$ cat src/sv/dcsf_pkg.sv
// Shared types, constants and helper functions of the drive command to stepper frame block.
package dcsf_pkg;

   localparam int FRAME_BYTES = 15;
   localparam logic [3:0] POS_FIRST = 4'd0;
   localparam logic [3:0] POS_LAST = 4'(FRAME_BYTES - 1);
   localparam logic [7:0] FRAME_SOF = 8'h3C;
   localparam logic [7:0] FRAME_EOF = 8'h3E;

   localparam logic [3:0] DIR_ROT_POS = 4'hA;
   localparam logic [3:0] DIR_ROT_NEG = 4'h5;

   localparam logic ACTION_MOVE = 1'b0;
   localparam logic ACTION_ROTATE = 1'b1;

   // 2^19 / 100 rounded up; exact floor for dividends up to 25500
   localparam logic [12:0] RECIP_100 = 13'd5243;

   localparam int CSR_ADDR_W = 4;
   localparam logic [1:0] REG_STEPS_PER_CM = 2'd0;
   localparam logic [1:0] REG_STEPS_PER_DEGREE = 2'd1;
   localparam logic [1:0] REG_MIN_SPEED_INDEX = 2'd2;

   localparam logic [10:0] RST_STEPS_PER_CM = 11'd500;
   localparam logic [10:0] RST_STEPS_PER_DEGREE = 11'd180;
   localparam logic [7:0] RST_MIN_SPEED_INDEX = 8'd0;

   typedef struct packed {
      logic              action;
      logic signed [15:0] x_pos;
      logic signed [15:0] y_pos;
      logic signed [15:0] angle_deg;
      logic [6:0]        speed_percent;
   } req_payload_type;

   typedef struct packed {
      logic [7:0] frame_byte;
      logic       last_byte;
   } rsp_payload_type;

   typedef struct packed {
      logic [10:0] steps_per_cm;
      logic [10:0] steps_per_degree;
      logic [7:0]  min_speed_index;
   } cfg_type;

   // one fully worked out frame, waiting for the serializer
   typedef struct packed {
      logic [15:0] count12;
      logic [15:0] count34;
      logic [7:0]  index12;
      logic [7:0]  index34;
      logic [3:0]  dir;
   } frame_desc_type;

   typedef struct packed {
      logic empty;
      logic full;
   } q_status_type;

   typedef enum logic [2:0] {
      F_IDLE,
      F_CLASSIFY,
      F_MUL12,
      F_MUL34,
      F_MULP,
      F_DIV,
      F_PUSH
   } front_state_type;

   // first k >= 1 with (100 >> k) < delay, 255 for zero delay, then floored
   function automatic logic [7:0] speed_index(input logic [6:0] delay,
                                             input logic [7:0] floor_idx);
      logic [7:0] k;
      if (delay == 7'd0) k = 8'd255;
      else if (delay > 7'd50) k = 8'd1;
      else if (delay > 7'd25) k = 8'd2;
      else if (delay > 7'd12) k = 8'd3;
      else if (delay > 7'd6) k = 8'd4;
      else if (delay > 7'd3) k = 8'd5;
      else if (delay > 7'd1) k = 8'd6;
      else k = 8'd7;
      return (k < floor_idx) ? floor_idx : k;
   endfunction

   function automatic logic [15:0] mag17(input logic signed [16:0] v);
      logic signed [16:0] m;
      m = (v < 0) ? -v : v;
      return m[15:0];
   endfunction

endpackage

$ cat src/sv/drive_command_to_stepper_frame.sv
// Top level: drive command in, 15-byte stepper frame out one byte per transaction.
//
//   channel  direction  handshake            payload
//   req      in         req_valid/req_stall  req_payload_type (one command)
//   rsp      out        rsp_valid/rsp_stall  rsp_payload_type (one frame byte)
//   csr      in/out     APB-style, pready=1  steps_per_cm, steps_per_degree, min_speed_index
//
// The serializer sends one frame byte per cycle while not stalled and a frame is queued.
// A move runs classify, three multiplies, the bit-serial ratio divider and push; a rotate
// skips the divider, a stop the multiplies; one more command waits in the input buffer.
// A two-entry frame queue lets the front end run on while rsp_stall holds the output.
// Reset is synchronous and clears control state only; no clearing pass is needed.
module drive_command_to_stepper_frame
   import dcsf_pkg::*;
(
   input  logic                  clock,
   input  logic                  reset,
   input  logic                  req_valid,
   output logic                  req_stall,
   input  req_payload_type       req_payload,
   output logic                  rsp_valid,
   input  logic                  rsp_stall,
   output rsp_payload_type       rsp_payload,
   input  logic                  csr_psel,
   input  logic                  csr_penable,
   input  logic                  csr_pwrite,
   input  logic [CSR_ADDR_W-1:0] csr_paddr,
   input  logic [31:0]           csr_pwdata,
   output logic [31:0]           csr_prdata,
   output logic                  csr_pready
);

   cfg_type        cfg;
   q_status_type   q_status;
   logic           push_valid;
   frame_desc_type push_data;
   frame_desc_type head;
   logic           pop;

   dcsf_csr u_csr (
      .clock       (clock),
      .reset       (reset),
      .csr_psel    (csr_psel),
      .csr_penable (csr_penable),
      .csr_pwrite  (csr_pwrite),
      .csr_paddr   (csr_paddr),
      .csr_pwdata  (csr_pwdata),
      .csr_prdata  (csr_prdata),
      .csr_pready  (csr_pready),
      .cfg         (cfg)
   );

   dcsf_front u_front (
      .clock       (clock),
      .reset       (reset),
      .cfg         (cfg),
      .req_valid   (req_valid),
      .req_stall   (req_stall),
      .req_payload (req_payload),
      .q_status    (q_status),
      .push_valid  (push_valid),
      .push_data   (push_data)
   );

   dcsf_queue u_queue (
      .clock      (clock),
      .reset      (reset),
      .push_valid (push_valid),
      .push_data  (push_data),
      .pop        (pop),
      .head       (head),
      .q_status   (q_status)
   );

   dcsf_back u_back (
      .clock       (clock),
      .reset       (reset),
      .head        (head),
      .q_status    (q_status),
      .pop         (pop),
      .rsp_valid   (rsp_valid),
      .rsp_stall   (rsp_stall),
      .rsp_payload (rsp_payload)
   );

   a_no_push_when_full: assert property (@(posedge clock) disable iff (reset)
      push_valid |-> !q_status.full)
      else $error("frame pushed into a full queue");

   a_no_pop_when_empty: assert property (@(posedge clock) disable iff (reset)
      pop |-> !q_status.empty)
      else $error("frame popped from an empty queue");

   a_last_is_eof: assert property (@(posedge clock) disable iff (reset)
      (rsp_valid && rsp_payload.last_byte) |-> rsp_payload.frame_byte == FRAME_EOF)
      else $error("last byte of a frame is not the closing byte");

endmodule

$ cat src/sv/dcsf_csr.sv
// Configuration registers behind the APB-style port.
module dcsf_csr
   import dcsf_pkg::*;
(
   input  logic                  clock,
   input  logic                  reset,
   input  logic                  csr_psel,
   input  logic                  csr_penable,
   input  logic                  csr_pwrite,
   input  logic [CSR_ADDR_W-1:0] csr_paddr,
   input  logic [31:0]           csr_pwdata,
   output logic [31:0]           csr_prdata,
   output logic                  csr_pready,
   output cfg_type               cfg
);

   cfg_type    cfg_ff;
   logic       wr_en;
   logic [1:0] reg_idx;

   assign csr_pready = 1'b1;
   assign reg_idx = csr_paddr[3:2];
   assign wr_en = csr_psel && csr_penable && csr_pwrite;
   assign cfg = cfg_ff;

   always_ff @(posedge clock) begin
      if (reset) begin
         cfg_ff.steps_per_cm <= RST_STEPS_PER_CM;
         cfg_ff.steps_per_degree <= RST_STEPS_PER_DEGREE;
         cfg_ff.min_speed_index <= RST_MIN_SPEED_INDEX;
      end else if (wr_en) begin
         case (reg_idx)
            REG_STEPS_PER_CM: cfg_ff.steps_per_cm <= csr_pwdata[10:0];
            REG_STEPS_PER_DEGREE: cfg_ff.steps_per_degree <= csr_pwdata[10:0];
            REG_MIN_SPEED_INDEX: cfg_ff.min_speed_index <= csr_pwdata[7:0];
            default: ;
         endcase
      end
   end

   always_comb begin
      case (reg_idx)
         REG_STEPS_PER_CM: csr_prdata = {21'd0, cfg_ff.steps_per_cm};
         REG_STEPS_PER_DEGREE: csr_prdata = {21'd0, cfg_ff.steps_per_degree};
         REG_MIN_SPEED_INDEX: csr_prdata = {24'd0, cfg_ff.min_speed_index};
         default: csr_prdata = 32'd0;
      endcase
   end

endmodule

$ cat src/sv/dcsf_front.sv
// Command front end: input buffer, octant classification and the frame arithmetic sequencer.
module dcsf_front
   import dcsf_pkg::*;
(
   input  logic            clock,
   input  logic            reset,
   input  cfg_type         cfg,
   input  logic            req_valid,
   output logic            req_stall,
   input  req_payload_type req_payload,
   input  q_status_type    q_status,
   output logic            push_valid,
   output frame_desc_type  push_data
);

   front_state_type state_ff, state_in;

   logic            buf_valid_ff;
   req_payload_type buf_ff;
   logic            buf_take;
   req_payload_type cmd_ff;

   // classification results
   logic        stop_ff, rot_ff, ratio12_ff, apos_ff;
   logic        r12_neg_ff, r34_neg_ff;
   logic [15:0] r12_mag_ff, r34_mag_ff, num_mag_ff, den_mag_ff, amag_ff;

   // arithmetic results
   logic [15:0] c12_ff, c34_ff;
   logic        neg12_ff, neg34_ff;
   logic [7:0]  rot_idx_ff;
   logic [22:0] rem_ff, dsh_ff;
   logic [6:0]  quo_ff;
   logic [2:0]  div_cnt_ff;

   // classification logic
   logic signed [16:0] xs, ys, r12_s, r34_s, num_s, den_s;
   logic [16:0]        ax, ay;
   logic               xge, yge, xle, yle, c1, ratio12_c;

   // shared multiplier
   logic [15:0] mul_a;
   logic [12:0] mul_b;
   logic [28:0] prod;
   logic [6:0]  rot_diff;
   logic [14:0] rot_v;
   logic [15:0] sat_move, sat_rot;
   logic        move_nz;
   logic        div_ge;
   logic [6:0]  delay;
   logic [7:0]  idx_full, idx_ratio;

   assign req_stall = buf_valid_ff;

   always_ff @(posedge clock) begin
      if (reset) begin
         buf_valid_ff <= 1'b0;
      end else if (req_valid && !buf_valid_ff) begin
         buf_valid_ff <= 1'b1;
      end else if (buf_take) begin
         buf_valid_ff <= 1'b0;
      end
   end

   always_ff @(posedge clock) begin
      if (req_valid && !buf_valid_ff) buf_ff <= req_payload;
   end

   // octant selection, first match wins
   always_comb begin
      xs = {cmd_ff.x_pos[15], cmd_ff.x_pos};
      ys = {cmd_ff.y_pos[15], cmd_ff.y_pos};
      ax = (xs < 0) ? 17'(-xs) : 17'(xs);
      ay = (ys < 0) ? 17'(-ys) : 17'(ys);
      xge = xs >= 0;
      yge = ys >= 0;
      xle = xs <= 0;
      yle = ys <= 0;
      c1 = (xge && yge && ay >= ax) ||
           (!(xge && yge) && !(xge && yle) && xle && yle && ay >= ax);
      if (c1) begin
         r34_s = ys; r12_s = ys - xs; num_s = ys - xs; den_s = ys; ratio12_c = 1'b1;
      end else if (xge && yge) begin
         r34_s = xs; r12_s = ys - xs; num_s = xs - ys; den_s = xs; ratio12_c = 1'b1;
      end else if (xge && yle && ay <= ax) begin
         r12_s = -xs; r34_s = xs + ys; num_s = xs + ys; den_s = xs; ratio12_c = 1'b0;
      end else if (xge && yle) begin
         r12_s = ys; r34_s = ys + xs; num_s = ys + xs; den_s = ys; ratio12_c = 1'b0;
      end else if (xle && yle) begin
         r34_s = xs; r12_s = ys - xs; num_s = xs - ys; den_s = xs; ratio12_c = 1'b1;
      end else if (ay <= ax) begin
         r12_s = -xs; r34_s = xs + ys; num_s = xs + ys; den_s = xs; ratio12_c = 1'b0;
      end else begin
         r12_s = ys; r34_s = ys + xs; num_s = ys + xs; den_s = ys; ratio12_c = 1'b0;
      end
   end

   // (25500 - 255p) for p up to 100, else the term clamps to zero
   always_comb begin
      rot_diff = (cmd_ff.speed_percent <= 7'd100) ? 7'(7'd100 - cmd_ff.speed_percent) : 7'd0;
      rot_v = (15'(rot_diff) << 8) - 15'(rot_diff);
   end

   always_comb begin
      case (state_ff)
         F_MUL12: begin
            mul_a = rot_ff ? amag_ff : r12_mag_ff;
            mul_b = rot_ff ? {2'd0, cfg.steps_per_degree} : {2'd0, cfg.steps_per_cm};
         end
         F_MUL34: begin
            mul_a = r34_mag_ff;
            mul_b = {2'd0, cfg.steps_per_cm};
         end
         F_MULP: begin
            mul_a = rot_ff ? {1'b0, rot_v} : num_mag_ff;
            mul_b = rot_ff ? RECIP_100 : {6'd0, cmd_ff.speed_percent};
         end
         default: begin
            mul_a = 16'd0;
            mul_b = 13'd0;
         end
      endcase
      prod = 29'(mul_a) * 29'(mul_b);
      move_nz = prod[28:4] != 25'd0;
      sat_move = (prod[28:20] != 9'd0) ? 16'hFFFF : prod[19:4];
      sat_rot = (prod[28:16] != 13'd0) ? 16'hFFFF : prod[15:0];
      div_ge = rem_ff >= dsh_ff;
   end

   always_ff @(posedge clock) begin
      case (state_ff)
         F_IDLE: begin
            if (buf_valid_ff) cmd_ff <= buf_ff;
         end
         F_CLASSIFY: begin
            stop_ff <= cmd_ff.speed_percent == 7'd0;
            rot_ff <= cmd_ff.action == ACTION_ROTATE;
            ratio12_ff <= ratio12_c;
            apos_ff <= !cmd_ff.angle_deg[15] && cmd_ff.angle_deg != 16'sd0;
            amag_ff <= mag17({cmd_ff.angle_deg[15], cmd_ff.angle_deg});
            r12_neg_ff <= r12_s < 0;
            r34_neg_ff <= r34_s < 0;
            r12_mag_ff <= mag17(r12_s);
            r34_mag_ff <= mag17(r34_s);
            num_mag_ff <= mag17(num_s);
            den_mag_ff <= mag17(den_s);
         end
         F_MUL12: begin
            c12_ff <= rot_ff ? sat_rot : sat_move;
            neg12_ff <= !rot_ff && r12_neg_ff && move_nz;
         end
         F_MUL34: begin
            c34_ff <= rot_ff ? c12_ff : sat_move;
            neg34_ff <= !rot_ff && r34_neg_ff && move_nz;
         end
         F_MULP: begin
            rot_idx_ff <= (prod[26:19] < cfg.min_speed_index) ?
                          cfg.min_speed_index : prod[26:19];
            rem_ff <= prod[22:0];
            dsh_ff <= {1'b0, den_mag_ff, 6'd0};
            quo_ff <= 7'd0;
            div_cnt_ff <= 3'd6;
         end
         F_DIV: begin
            // restoring division, one quotient bit per cycle
            if (div_ge) rem_ff <= rem_ff - dsh_ff;
            dsh_ff <= dsh_ff >> 1;
            quo_ff <= {quo_ff[5:0], div_ge};
            div_cnt_ff <= div_cnt_ff - 3'd1;
         end
         default: ;
      endcase
   end

   always_comb begin
      delay = (den_mag_ff == 16'd0) ? 7'd0 : quo_ff;
      idx_full = speed_index(cmd_ff.speed_percent, cfg.min_speed_index);
      idx_ratio = speed_index(delay, cfg.min_speed_index);
      if (stop_ff) begin
         push_data = '0;
      end else if (rot_ff) begin
         push_data.count12 = c12_ff;
         push_data.count34 = c12_ff;
         push_data.index12 = rot_idx_ff;
         push_data.index34 = rot_idx_ff;
         push_data.dir = apos_ff ? DIR_ROT_POS : DIR_ROT_NEG;
      end else begin
         push_data.count12 = c12_ff;
         push_data.count34 = c34_ff;
         push_data.index12 = ratio12_ff ? idx_ratio : idx_full;
         push_data.index34 = ratio12_ff ? idx_full : idx_ratio;
         push_data.dir = {neg34_ff, neg34_ff, neg12_ff, neg12_ff};
      end
   end

   always_ff @(posedge clock) begin
      if (reset) state_ff <= F_IDLE;
      else state_ff <= state_in;
   end

   always_comb begin
      state_in = state_ff;
      buf_take = 1'b0;
      push_valid = 1'b0;
      case (state_ff)
         F_IDLE: begin
            if (buf_valid_ff) begin
               buf_take = 1'b1;
               state_in = F_CLASSIFY;
            end
         end
         F_CLASSIFY: state_in = (cmd_ff.speed_percent == 7'd0) ? F_PUSH : F_MUL12;
         F_MUL12: state_in = F_MUL34;
         F_MUL34: state_in = F_MULP;
         F_MULP: state_in = rot_ff ? F_PUSH : F_DIV;
         F_DIV: begin
            if (div_cnt_ff == 3'd0) state_in = F_PUSH;
         end
         F_PUSH: begin
            if (!q_status.full) begin
               push_valid = 1'b1;
               state_in = F_IDLE;
            end
         end
         default: state_in = F_IDLE;
      endcase
   end

endmodule

$ cat src/sv/dcsf_queue.sv
// Two-entry queue of worked-out frames between the front end and the serializer.
module dcsf_queue
   import dcsf_pkg::*;
(
   input  logic           clock,
   input  logic           reset,
   input  logic           push_valid,
   input  frame_desc_type push_data,
   input  logic           pop,
   output frame_desc_type head,
   output q_status_type   q_status
);

   frame_desc_type entry_ff [2];
   logic           wr_ptr_ff, rd_ptr_ff;
   logic [1:0]     count_ff;

   assign head = entry_ff[rd_ptr_ff];
   assign q_status.empty = count_ff == 2'd0;
   assign q_status.full = count_ff == 2'd2;

   always_ff @(posedge clock) begin
      if (push_valid) entry_ff[wr_ptr_ff] <= push_data;
   end

   always_ff @(posedge clock) begin
      if (reset) begin
         wr_ptr_ff <= 1'b0;
         rd_ptr_ff <= 1'b0;
         count_ff <= 2'd0;
      end else begin
         if (push_valid) wr_ptr_ff <= !wr_ptr_ff;
         if (pop) rd_ptr_ff <= !rd_ptr_ff;
         if (push_valid && !pop) count_ff <= count_ff + 2'd1;
         else if (pop && !push_valid) count_ff <= count_ff - 2'd1;
      end
   end

endmodule

$ cat src/sv/dcsf_back.sv
// Frame serializer: walks the head frame byte by byte into the output register.
module dcsf_back
   import dcsf_pkg::*;
(
   input  logic            clock,
   input  logic            reset,
   input  frame_desc_type  head,
   input  q_status_type    q_status,
   output logic            pop,
   output logic            rsp_valid,
   input  logic            rsp_stall,
   output rsp_payload_type rsp_payload
);

   logic [3:0]      pos_ff;
   logic            rsp_valid_ff;
   rsp_payload_type rsp_payload_ff;
   logic            load;
   logic [7:0]      byte_sel;

   assign load = !q_status.empty && (!rsp_valid_ff || !rsp_stall);
   assign pop = load && pos_ff == POS_LAST;
   assign rsp_valid = rsp_valid_ff;
   assign rsp_payload = rsp_payload_ff;

   always_comb begin
      case (pos_ff)
         POS_FIRST: byte_sel = FRAME_SOF;
         4'd1, 4'd3: byte_sel = head.count12[15:8];
         4'd2, 4'd4: byte_sel = head.count12[7:0];
         4'd5, 4'd7: byte_sel = head.count34[15:8];
         4'd6, 4'd8: byte_sel = head.count34[7:0];
         4'd9, 4'd10: byte_sel = head.index12;
         4'd11, 4'd12: byte_sel = head.index34;
         4'd13: byte_sel = {4'd0, head.dir};
         POS_LAST: byte_sel = FRAME_EOF;
         default: byte_sel = 8'd0;
      endcase
   end

   always_ff @(posedge clock) begin
      if (reset) begin
         pos_ff <= POS_FIRST;
         rsp_valid_ff <= 1'b0;
      end else begin
         if (load) begin
            pos_ff <= (pos_ff == POS_LAST) ? POS_FIRST : pos_ff + 4'd1;
            rsp_valid_ff <= 1'b1;
         end else if (!rsp_stall) begin
            rsp_valid_ff <= 1'b0;
         end
      end
   end

   always_ff @(posedge clock) begin
      if (load) begin
         rsp_payload_ff.frame_byte <= byte_sel;
         rsp_payload_ff.last_byte <= pos_ff == POS_LAST;
      end
   end

endmodule

$ cat config.mk
export PLATFORM = sky130hd
export DESIGN_NAME = drive_command_to_stepper_frame
export DESIGN_NICKNAME = d
export VERILOG_FILES = /design/src/sv/dcsf_pkg.sv /design/src/sv/drive_command_to_stepper_frame.sv /design/src/sv/dcsf_csr.sv /design/src/sv/dcsf_front.sv /design/src/sv/dcsf_queue.sv /design/src/sv/dcsf_back.sv
export SDC_FILE = /design/constraint.sdc
export NUM_CORES = 2
export LEC_CHECK = 0
export BUFFER_PORTS_ARGS = -buffer_cell sky130_fd_sc_hd__buf_2
export CORE_UTILIZATION = 35
export DETAILED_ROUTE_END_ITERATION = 16
export PLACE_DENSITY_LB_ADDON = 0.05
export SLEW_MARGIN = 20
export SYNTH_ARGS = -nofsm -noshare
export SYNTH_HDL_FRONTEND = slang
export SYNTH_SLANG_ARGS = --single-unit
$ cat constraint.sdc
create_clock -name clock -period 12.1 [get_ports clock]
set_input_delay 0.605 -clock clock [delete_from_list [all_inputs] [get_ports clock]]
set_output_delay 0.605 -clock clock [all_outputs]
set_load 0.03 [all_outputs]
==> results.py <==
metrics = {
    "status": {
        "status": "complete, no violations",
    },
    "power_and_ir_drop": {
        "powerDensity_mw_per_mm2": 246.1,
        "p_leak_nw": 14.87,
        "ir_drop_mv": 0.1260,
    },
    "global_routing": {
        "grt_max_degree": 80,
        "grt.total_usage": 0.2156,
        "grt_pass1_wl_um": 156300,
        "grt_pass1_vias": 25280,
        "antenna_found_initial": 1,
        "grt.overflow.total": 0,
    },
    "drt": {
        "drtAntennaViolNets": 0,
        "dr.pass1.iters": 5,
        "drt_iter0_markers": 1739,
        "routed_via_density": 5.274,
        "vias": 25020,
        "drc": 0,
        "routed_wl_um": 102600,
        "post_drt_wl_per_cell_um": 21.63,
    },
    "layout": {
        "final_cell_mix": "408 x edfxtp_1, 362 x nand2_1, 328 x inv_1, 299 x nor2_1, 213 x ha_1",
        "final_common_cell": "edfxtp_1",
        "drive_gt1_frac": 0.09114,
        "finalNetCount": 3902,
        "antenna_cells": 0,
        "areaGrowthSynthToFinish_pct": 11.17,
    },
    "timing": {
        "maxSlewHeadroom": 0.2414,
        "layout_min_cycle_time_ns": 10.71,
        "min_period_over_period": 0.8850,
        "finalHoldViolCount": 0,
        "fmax_ghz": 0.09338,
        "worst_pin_slew_ns": 1.130,
        "fin_worst_skew_ns": 0.03843,
        "rsz0062_at_grt": "false",
        "setup_viol": 0,
        "maxSlewViolCount": 0,
        "tns_ns": 0,
        "holdWs_ns": 0.1235,
    },
    "placed_design": {
        "gp_congestion": 0.8905,
        "port-buffer-count": 97,
        "hpwl_um": 78760,
    },
    "floorplanning": {
        "core_mm2": 0.09347,
        "dieArea_mm2": 0.09576,
        "ios": 143,
        "die_height_um": 309.4,
        "start_util": 0.3539,
        "dieWidth_um": 309.4,
        "rows": 112,
    },
    "worst_setup_path": {
        "cp-start-kind": "flip-flop",
        "required_ns": 12.52,
        "crit_type": "reg2reg",
        "crit_start": "u_front.cmd_ff[0]",
        "slowest_delay_ns": 0.81,
        "path_max_fanout": 12,
        "worstReg2RegStart": "u_front.cmd_ff[0]",
        "critPathArrivalTime_ns": 11.13,
        "crit_top_cell": "inv_1",
        "cp_slowest_cell": "a211oi_1",
        "cp-end-kind": "flip-flop",
    },
    "synthesis": {
        "synthCells": 3388,
        "synth-main-ff-cell": "edfxtp_1",
        "synth_edf_count": 408,
        "synth_seq_cells": 452,
        "yosysWarnings": 0,
        "ys_types": 100,
        "async_flop_share": 0,
        "yosysSeqAreaShare": 0.3970,
        "syn-cell-area_mm2": 0.03308,
        "syn_area_per_cell_um2": 9.765,
    },
    "cts": {
        "cts-root-buf": "clkbuf_16",
        "cts_made_buffers": 53,
        "ctsHoldBuffers": 0,
        "clk_pin_slew_ns": 0.06,
        "clock_path_buffers": 3,
        "cts_tree": "built",
        "post_cts_resized": 0,
        "htree_levels": 2,
        "clk_latency_ns": 0.67,
        "postCtsSetupBuffers": 0,
        "cts.sinks": 452,
    },
    "flow_run": {
        "cap_violations": 0,
    },
    "hold_path": {
        "hold_path_class": "in2reg",
        "min_from": "req_payload[18]",
    },
}
[final timing paths]
| kind | endpoint | slack [ns] | cells after the start |
|---|---|---|---|
| worst max-delay path | u_front.rot_idx_ff[4] | 1.39 | 36 |
| worst min-delay path | u_front.buf_ff[18] | 0.12 | 1 |
| worst max register to register | u_front.rot_idx_ff[4] | 1.39 | 36 |
| worst min register to register | u_front.cmd_ff[24] | 0.41 | 0 |
[state kept, by name, summed over array words and instances, names as in the netlist, 4 cells and up, named ones only]
name and flops:
u_front.quo_ff 7, u_csr.cfg 30, u_front.c12_ff 16, u_front.num_mag_ff 16, u_front.c34_ff 16, u_front.dsh_ff 22, u_front.r34_mag_ff 16, u_front.buf_ff 56
u_back.rsp_payload 9, u_back.pos_ff 4, u_front.r12_mag_ff 16, u_front.den_mag_ff 16, u_queue.entry_ff 104, u_front.amag_ff 16, u_front.cmd_ff 56, u_front.rem_ff 23
u_front.rot_idx_ff 8
[kinds of logic after synthesis]
family,after synthesis,synth area share
compound gates,724,0.1435
xor+xnor,199,0.05268
fa+ha+maj,356,0.1671
buf+inv,511,0.06240
flops,452,0.3970
mux,93,0.02931
other cells,2,0.0002270
simple gates,1051,0.1479
[synthesized netlist by cell type (30+ instances only)]
cell	instances	area share
mux2_2	30	0.010
nand2_1	363	0.041
o21ai_0	170	0.026
ha_1	213	0.081
nor2_1	301	0.034
fa_1	143	0.087
edfxtp_1	408	0.37
clkbuf_1	118	0.013
mux2i_1	62	0.019
nor3_1	60	0.0091
a31oi_1	43	0.0081
dfxtp_1	44	0.027
nand3_1	66	0.010
xor2_1	43	0.011
inv_1	328	0.037
a21o_1	32	0.0073
nand2b_1	47	0.0089
nor2b_1	53	0.010
xnor2_1	156	0.041
a21oi_1	179	0.027
[report_power, final]
| part | internal [mW] | total [mW] | switching [mW] |
|---|---|---|---|
| clock network | 1.02 | 1.71 | 0.690 |
| registers | 2.29 | 2.51 | 0.222 |
| logic | 1.64 | 4.83 | 3.19 |
[cell type report]
| type | instances | area [µm²] |
|---|---|---|
| inverters | 336 | 1261 |
| well taps | 1254 | 1569 |
| fillers | 9361 | 56690 |
| clock inverters | 35 | 469.2 |
| repair buffers | 157 | 935.9 |
| clock buffers | 62 | 1360 |
| flip-flops and latches | 452 | 13130 |
| multi-input cells | 2447 | 18050 |
[worst max-delay path: cells and delay by family (launching register included)]
| kind | cells | cell delay (ns) |
|---|---|---|
| muxes | 1 | 0.39 |
| xor gates and xnor gates | 2 | 0.61 |
| adders and majority gates | 9 | 3.87 |
| AOI/OAI and AO/OA | 10 | 3.20 |
| DFF | 1 | 0.62 |
| and+or+nand+nor | 8 | 1.25 |
| buffers and inverters | 6 | 0.50 |
[per-layer routing]
| layer | track usage | share of wire | vias to the layer above |
|---|---|---|---|
| met1 | 0.2822 | 0.45 | 12340 |
| met5 | 0 | 0 | - |
| met4 | 0.05860 | 0.027 | 0 |
| met2 | 0.3704 | 0.48 | 549 |
| met3 | 0.03047 | 0.044 | 140 |
| li1 | - | - | 11980 |
[through the flow]
stage / setup slack, ns / instance area [µm²] / std cells / util / power (mW)
after detailed placement: 1.268 / 34940 / 4645 / 0.3738 / 7.391
final: 1.391 / 36780 / 4743 / 0.3935 / 9.050
after global routing: 0.3849 / 36780 / 4743 / 0.3935 / 9.701
after CTS: 1.239 / 36770 / 4742 / 0.3934 / 9.158
after floorplan: 3.087 / 33170 / 3410 / - / 5.793
after global placement: 1.483 / 34940 / 4645 / 0.3738 / 7.357
(Power assumes the default switching activity.)
